[config.mk]
export PLATFORM = sky130hd
export DESIGN_NAME = sorted_priority_queue_top
export DESIGN_NICKNAME = d
export VERILOG_FILES = /design/src/design/spq_pkg.sv /design/src/design/spq_cell.sv /design/src/design/sorted_priority_queue_top.sv
export SDC_FILE = /design/constraint.sdc
export NUM_CORES = 2
export LEC_CHECK = 0
export BUFFER_PORTS_ARGS = -buffer_cell sky130_fd_sc_hd__clkbuf_2
export CAP_MARGIN = 20
export CORE_UTILIZATION = 52
export CTS_BUF_LIST = sky130_fd_sc_hd__clkbuf_2
export DETAILED_ROUTE_END_ITERATION = 10
export PLACE_DENSITY = 0.78
export SYNTH_ARGS = -nofsm -noshare
export SYNTH_HDL_FRONTEND = slang
export SYNTH_SLANG_ARGS = --single-unit
export TNS_END_PERCENT = 1
[constraint.sdc]
create_clock -name clk -period 18.8 [get_ports clk]
set_input_delay 1.88 -clock clk [delete_from_list [all_inputs] [get_ports clk]]
set_output_delay 1.88 -clock clk [all_outputs]
set_load 0.02 [all_outputs]
[src/design/spq_pkg.sv]
// Shared types and constants for the sorted priority queue.
// No dependencies; used by spq_cell and sorted_priority_queue_top.
package spq_pkg;

  localparam int DATA_W = 32;
  localparam int COUNT_W = 5;

  localparam logic [1:0] REQ_INSERT = 2'd0;
  localparam logic [1:0] REQ_REMOVE = 2'd1;
  localparam logic [1:0] REQ_READ   = 2'd2;

  localparam logic [1:0] ST_DONE  = 2'd0;
  localparam logic [1:0] ST_FULL  = 2'd1;
  localparam logic [1:0] ST_EMPTY = 2'd2;

  localparam logic [DATA_W-1:0] EMPTY_HEAD = 32'h7FFF_FFFF;

  typedef struct packed {
    logic ins;
    logic rem;
    logic min_mode;
  } spq_ctl_t;

endpackage

[src/design/spq_cell.sv]
// One slot of the sorted shift-register chain: holds a key and a data word.
// Depends on spq_pkg for the control struct and data width.
module spq_cell import spq_pkg::*; #(
  parameter int KEY_WIDTH = 32
) (
  input  logic                        clk,
  input  spq_ctl_t                    ctl,
  input  logic                        active,
  input  logic                        found_in,
  output logic                        found_out,
  input  logic signed [KEY_WIDTH-1:0] new_key,
  input  logic        [DATA_W-1:0]    new_data,
  input  logic signed [KEY_WIDTH-1:0] prev_key,
  input  logic        [DATA_W-1:0]    prev_data,
  input  logic signed [KEY_WIDTH-1:0] next_key,
  input  logic        [DATA_W-1:0]    next_data,
  output logic signed [KEY_WIDTH-1:0] key_r,
  output logic        [DATA_W-1:0]    data_r,
  output logic signed [KEY_WIDTH-1:0] key_nxt,
  output logic        [DATA_W-1:0]    data_nxt
);

  logic less;
  logic take;

  always_comb begin
    less = key_r < new_key;
    take = !active || (ctl.min_mode ? !less : less);
    found_out = found_in || take;
    key_nxt = key_r;
    data_nxt = data_r;
    if (ctl.ins) begin
      if (found_in) begin
        key_nxt = prev_key;
        data_nxt = prev_data;
      end else if (take) begin
        key_nxt = new_key;
        data_nxt = new_data;
      end
    end else if (ctl.rem) begin
      key_nxt = next_key;
      data_nxt = next_data;
    end
  end

  always_ff @(posedge clk) begin
    key_r <= key_nxt;
    data_r <= data_nxt;
  end

endmodule

[src/design/sorted_priority_queue_top.sv]
// Sorted priority queue built as a chain of QUEUE_DEPTH slot cells.
// Results are registered, valid in the cycle after the word is accepted; one word
// per cycle unless out_tready stalls; the insert position ripples through the cells.
// Reset (rst_n low, synchronous) empties the queue and selects max mode.
// Depends on spq_pkg and spq_cell.
module sorted_priority_queue_top import spq_pkg::*; #(
  parameter int QUEUE_DEPTH = 16,
  parameter int KEY_WIDTH = 32
) (
  input  logic        clk,
  input  logic        rst_n,
  input  logic        cfg_we,
  input  logic        cfg_wdata,      // order_mode
  input  logic        in_tvalid,
  output logic        in_tready,
  input  logic [71:0] in_tdata,       // req_type, priority_req, payload, zero pad
  output logic        out_tvalid,
  input  logic        out_tready,
  output logic [71:0] out_tdata       // head_priority, head_payload, is_empty,
                                      // entry_count, status
);

  localparam int FILL_W = $clog2(QUEUE_DEPTH + 1);
  localparam logic [FILL_W-1:0] FULL_LEVEL = FILL_W'(QUEUE_DEPTH);

  logic                        mode_r;
  logic [FILL_W-1:0]           fill_r, fill_nxt;
  logic                        out_valid_r;
  logic signed [DATA_W-1:0]    out_prio_r;
  logic [DATA_W-1:0]           out_data_r;
  logic                        out_empty_r;
  logic [COUNT_W-1:0]          out_count_r;
  logic [1:0]                  out_status_r;

  logic                        accept;
  logic [1:0]                  req_type;
  logic signed [DATA_W-1:0]    priority_req;
  logic [DATA_W-1:0]           payload;
  logic signed [KEY_WIDTH-1:0] new_key;
  logic [1:0]                  status;
  spq_ctl_t                    ctl;

  logic signed [KEY_WIDTH-1:0] key_q   [QUEUE_DEPTH];
  logic [DATA_W-1:0]           data_q  [QUEUE_DEPTH];
  logic signed [KEY_WIDTH-1:0] key_n   [QUEUE_DEPTH];
  logic [DATA_W-1:0]           data_n  [QUEUE_DEPTH];
  logic [QUEUE_DEPTH:0]        found;

  assign req_type = in_tdata[1:0];
  assign priority_req = in_tdata[33:2];
  assign payload = in_tdata[65:34];
  assign new_key = KEY_WIDTH'(priority_req);

  assign in_tready = !out_valid_r || out_tready;
  assign accept = in_tvalid && in_tready;

  always_comb begin
    ctl = '0;
    ctl.min_mode = mode_r;
    status = ST_DONE;
    fill_nxt = fill_r;
    case (req_type)
      REQ_INSERT: begin
        if (fill_r == FULL_LEVEL) begin
          status = ST_FULL;
        end else begin
          ctl.ins = accept;
          fill_nxt = fill_r + 1'b1;
        end
      end
      REQ_REMOVE: begin
        if (fill_r == '0) begin
          status = ST_EMPTY;
        end else begin
          ctl.rem = accept;
          fill_nxt = fill_r - 1'b1;
        end
      end
      default: begin
        status = ST_DONE;
      end
    endcase
  end

  assign found[0] = 1'b0;

  for (genvar i = 0; i < QUEUE_DEPTH; i++) begin : g_cell
    logic signed [KEY_WIDTH-1:0] pk, nk;
    logic [DATA_W-1:0]           pd, nd;
    if (i == 0) begin : g_first
      assign pk = new_key;
      assign pd = payload;
    end else begin : g_mid
      assign pk = key_q[i-1];
      assign pd = data_q[i-1];
    end
    if (i == QUEUE_DEPTH - 1) begin : g_last
      assign nk = key_q[i];
      assign nd = data_q[i];
    end else begin : g_inner
      assign nk = key_q[i+1];
      assign nd = data_q[i+1];
    end
    spq_cell #(.KEY_WIDTH(KEY_WIDTH)) u_cell (
      .clk       (clk),
      .ctl       (ctl),
      .active    (fill_r > FILL_W'(i)),
      .found_in  (found[i]),
      .found_out (found[i+1]),
      .new_key   (new_key),
      .new_data  (payload),
      .prev_key  (pk),
      .prev_data (pd),
      .next_key  (nk),
      .next_data (nd),
      .key_r     (key_q[i]),
      .data_r    (data_q[i]),
      .key_nxt   (key_n[i]),
      .data_nxt  (data_n[i])
    );
  end

  always_ff @(posedge clk) begin
    if (!rst_n) begin
      mode_r <= 1'b0;
      fill_r <= '0;
      out_valid_r <= 1'b0;
    end else begin
      if (cfg_we) begin
        mode_r <= cfg_wdata;
      end
      if (accept) begin
        fill_r <= fill_nxt;
        out_valid_r <= 1'b1;
      end else if (out_tready) begin
        out_valid_r <= 1'b0;
      end
    end
  end

  always_ff @(posedge clk) begin
    if (accept) begin
      out_empty_r <= (fill_nxt == '0);
      out_count_r <= COUNT_W'(fill_nxt);
      out_status_r <= status;
      if (fill_nxt == '0) begin
        out_prio_r <= EMPTY_HEAD;
        out_data_r <= EMPTY_HEAD;
      end else begin
        out_prio_r <= DATA_W'(key_n[0]);
        out_data_r <= data_n[0];
      end
    end
  end

  assign out_tvalid = out_valid_r;
  assign out_tdata = {out_status_r, out_count_r, out_empty_r, out_data_r, out_prio_r};

  a_fill_bounded: assert property (@(posedge clk) disable iff (!rst_n)
    fill_r <= FULL_LEVEL)
    else $error("fill level above queue depth");

  a_empty_matches_fill: assert property (@(posedge clk) disable iff (!rst_n)
    out_valid_r |-> (out_empty_r == (fill_r == '0)))
    else $error("empty flag disagrees with fill level");

  a_full_drop: assert property (@(posedge clk) disable iff (!rst_n)
    (out_valid_r && out_status_r == ST_FULL) |-> (fill_r == FULL_LEVEL))
    else $error("insert dropped while queue not full");

  a_hold_fill: assert property (@(posedge clk) disable iff (!rst_n)
    !accept |=> $stable(fill_r))
    else $error("fill level changed without an accepted word");

endmodule

==> out/results.md <==
| Item | Reported | Unit |
|---|---|---|
| Max-slew violation count | 0 | - |
| Gr ovfl total | 0 | - |
| Length of the first detailed-routing pass in iterations | 7 | - |
| Count of cells resized by post-cts repair | 0 | - |
| Endpoint class of the critical path | flip-flop | - |
| Root buf cell | sky130_fd_sc_hd__clkbuf_2 | - |
| DIE HEIGHT | 359.8 | µm |
| IO Count | 152 | - |
| Placement-stage cell area | 0.06821 | mm² |
| Most area-consuming cells after synthesis | sky130_fd_sc_hd__edfxtp_1, sky130_fd_sc_hd__ha_1, sky130_fd_sc_hd__nand2_1 | - |
| Number of synthesized register bits | 1,103 | - |
| Hpwl dp | 137.4 | mm |
| Final std cells w/o fill | 8,587 | - |
| Global-route wire length before repair | 329.8 | mm |
| Hold/Removal Path Class | input pin to flip-flop | - |
| Part of the power in the clock network | 29.3 | % |
| Design Area, Final | 0.07086 | mm² |
| Highest cell delay on the worst timing path | 0.94 | ns |
| Maximum number of pins on one net before global-route repair | 232 | - |
| Gate Count Post-Synth | 6,736 | - |
| Synthesis warning total | 0 | - |
| Cell with the most instances on the worst path | sky130_fd_sc_hd__buf_4 | - |
| Data arrival time of the critical path | 9.25 | ns |
| Full die area | 0.1294 | mm² |
| Max Buffers Root-to-Sink | 4 | - |
| Worst slew pin tran | 1.273 | ns |
| Commonest non-fill, non-tap cell in the layout | sky130_fd_sc_hd__edfxtp_1 | - |
| Power density of the placed cells | 82.13 | mW/mm² |
| Max Cap Violations | 0 | - |
| Commonest cells after routing, fill and taps aside | sky130_fd_sc_hd__edfxtp_1, sky130_fd_sc_hd__nand2_1, sky130_fd_sc_hd__o21ai_0, sky130_fd_sc_hd__nor2_1, sky130_fd_sc_hd__clkbuf_2 | - |
| Number of distinct library cells after synthesis | 70 | - |
| Latest clock arrival within the worst-skew pair | 1.79 | ns |
| Req. time, crit path | 20.11 | ns |
| Top fanout value on the critical path | 154 | - |
| Layout Area Growth over Synthesis | 6.463 | % |
| Final hold slack | 0.4579 | ns |
| FP Rows | 130 | - |
| Post-cts hold buffer count | 0 | - |
| Final core occ | 56.14 | % |
| Number of antenna violations at the first check in global routing | 8 | - |
| Netlist area before placement | 0.06656 | mm² |
| Count of flip-flops with a built-in enable after synthesis | 1,032 | - |
| Peak Freq | 125.9 | MHz |
| Setup repair after global routing missed its margin | no | - |
| Worst ir drop on vdd | 0.00007153 | V |
| Clock tree from TritonCTS | built | - |
| Max-slew headroom at the worst pin | 15.16 | % |
| Internal portion of total power | 3902 | µW |
| Area of the placeable core | 0.1262 | mm² |
| Clk slew on worst S/H paths | 0.11 | ns |
| Total via count after detailed routing | 58.66k | - |
| Wire length per cell | 25.15 | µm |
| Average footprint of a synthesized cell | 9.881 | µm² |
| Clock buffers created by TritonCTS | 302 | - |
| Combinational group share of total power | 18.7 | % |
| Number of placed cells counting well taps | 8,064 | - |
| Number of global-route vias before repair | 56.74k | - |
| Setup-violating endpoint count in the final report | 0 | - |
| Switching pwr | 1917 | µW |
| Share of flip-flops with an asynchronous set or reset after synthesis | 0 | % |
| Portion of synthesized cell area occupied by the leading cell type | 46.56 | % |
| Path type of the worst setup path | input pin to flip-flop | - |
| Launching element type of the critical path | input pin | - |
| Buffers on Ports | 145 | - |
| Number of buffers inserted to repair setup after CTS | 0 | - |
| Power share of the sequential group | 52.0 | % |
| Leakage | 0.02761 | µW |
| Part of the cycle the worst path needs | 42.24 | % |
| Skew final | 0.1528 | ns |
| Drt first-iter violations | 8,396 | - |
| Starting Density | 52.73 | % |
| DR vias/cell | 6.831 | - |
| Fraction of the yosys area taken by sequential cells | 48.70 | % |
| Depth of the CTS H-tree | 5 | - |
| Yosys top cell by area | sky130_fd_sc_hd__edfxtp_1 | - |
| Cell at the slowest stage of the critical path | sky130_fd_sc_hd__o41ai_1 | - |
| Number of nets with antenna violations after routing | 0 | - |
| Placer's final routability congestion estimate | 0.9504 | - |
| Remaining routing DRC violations | 0 | - |
| CTS sink count | 1,103 | - |
| Fraction of layout cells with a size suffix above 1 | 11.76 | % |
| Syn nets | 7,315 | - |
| WL final | 216.0 | mm |
| Chip Width | 359.8 | µm |
| Critical-path cell list | clkbuf_2, inv_1, ha_1, nand2_1, o41ai_1, a31oi_1, and3_1, nand4_1, or4_4, buf_12, nor3_4, buf_4, a21oi_4, buf_4 | - |
| Outcome | finished, final reports clean | - |
| Net switching fraction of the power | 32.94 | % |
| Global-route usage over all layers | 32.29 | % |
| NumNets Final | 7,303 | - |
| Count of final hold-check violations | 0 | - |
| Final TNS setup | 0 | ns |
| Ys flop type | sky130_fd_sc_hd__edfxtp_1 | - |
| Minimum period implied by the final worst setup slack | 7.941 | ns |
[flip-flops by register name (all words and copies together) (netlist names)]
name and count:
out_count_r 5, mode_r 1, fill_r 5, g_cell.u_cell.key_r 512, out_prio_r 32, out_data_r 32
out_tvalid 1, out_status_r 2, out_empty_r 1, g_cell.u_cell.data_r 512
[metal layers]
layer	up-vias	track usage [%]	routed length, µm
met4	4	20.92	14990
met1	28035	40.69	79880
met3	948	7.005	23900
met5	-	0	23
li1	25614	-	-
met2	4056	50.23	97190
[power groups by stage]
stage | clock network (µW) | registers [µW] | logic (µW)
floorplan | 0 | 3080 | 672
global placement | 0 | 3070 | 1010
detailed placement | 0 | 3080 | 1050
CTS | 1710 | 3020 | 1060
global route | 1830 | 3040 | 1170
finish | 1710 | 3020 | 1090
[kinds of logic (layout without fill, tap and decap cells)]
kind of cell	count (synthesis)	in the layout	synth area share, %
AO/OA/AOI/OAI	1898	1898	17.53
other	0	13	0
buffers and inverters	641	829	3.918
flip-flops	1103	1103	48.70
adder cells (fa/ha/maj)	501	501	9.418
multiplexers	393	393	6.040
XOR/XNOR	16	16	0.2105
AND/OR/NAND/NOR	2184	2184	14.19
[layout make-up]
type | count | area [µm²]
diodes | 13 | 32.53
inverters | 61 | 231.5
fillers | 10836 | 55360
well taps | 1650 | 2064
multi-input cells | 4992 | 31850
repair buffers | 264 | 1772
clock inverters | 51 | 227.7
clock buffers | 453 | 2267
flip-flops and latches | 1103 | 32410
[Yosys cell counts (all sizes together), types with 60 or more instances]
| master | count |
|---|---|
| edfxtp | 1032 |
| nand2 | 1025 |
| o21ai | 656 |
| nor2 | 613 |
| ha | 501 |
| clkbuf | 472 |
| a31oi | 442 |
| mux2i | 327 |
| a21oi | 249 |
| nand4 | 232 |
| nand3 | 127 |
| buf | 108 |
| o31ai | 100 |
| o211ai | 89 |
| a21o | 74 |
| dfxtp | 71 |
| a221o | 70 |
| o22ai | 70 |
| mux2 | 66 |
| inv | 60 |
| nor3 | 60 |
[critical path: cells and delay by family]
| family | cells | cell delay (ns) |
|---|---|---|
| buffers and inverters | 5 | 3.02 |
| AOI/OAI and AO/OA | 3 | 2.06 |
| and+or+nand+nor | 5 | 1.52 |
| adders and majority gates | 1 | 0.53 |
[worst paths after layout]
path | endpoint | slack, ns | depth (start not counted) | from
worst min-delay path | out_tvalid | 0.46 | 3 | in_tvalid
worst max-delay path | g_cell[12].u_cell.data_r[6] | 10.86 | 14 | in_tdata[13]
worst max register to register | g_cell[12].u_cell.data_r[6] | 11.49 | 14 | g_cell[3].u_cell.key_r[12]
worst min register to register | g_cell[0].u_cell.data_r[15] | 0.50 | 2 | g_cell[0].u_cell.data_r[15]
[per-stage QoR]
step | total power [µW] | setup WS (ns)
6_report | 5820 | 10.86
3_5_place_dp | 4128 | 9.009
2_1_floorplan | 3748 | 8.787
5_1_grt | 6043 | 10.81
3_3_place_gp | 4081 | 9.205
4_1_cts | 5791 | 10.77
(Power assumes the default switching activity.)
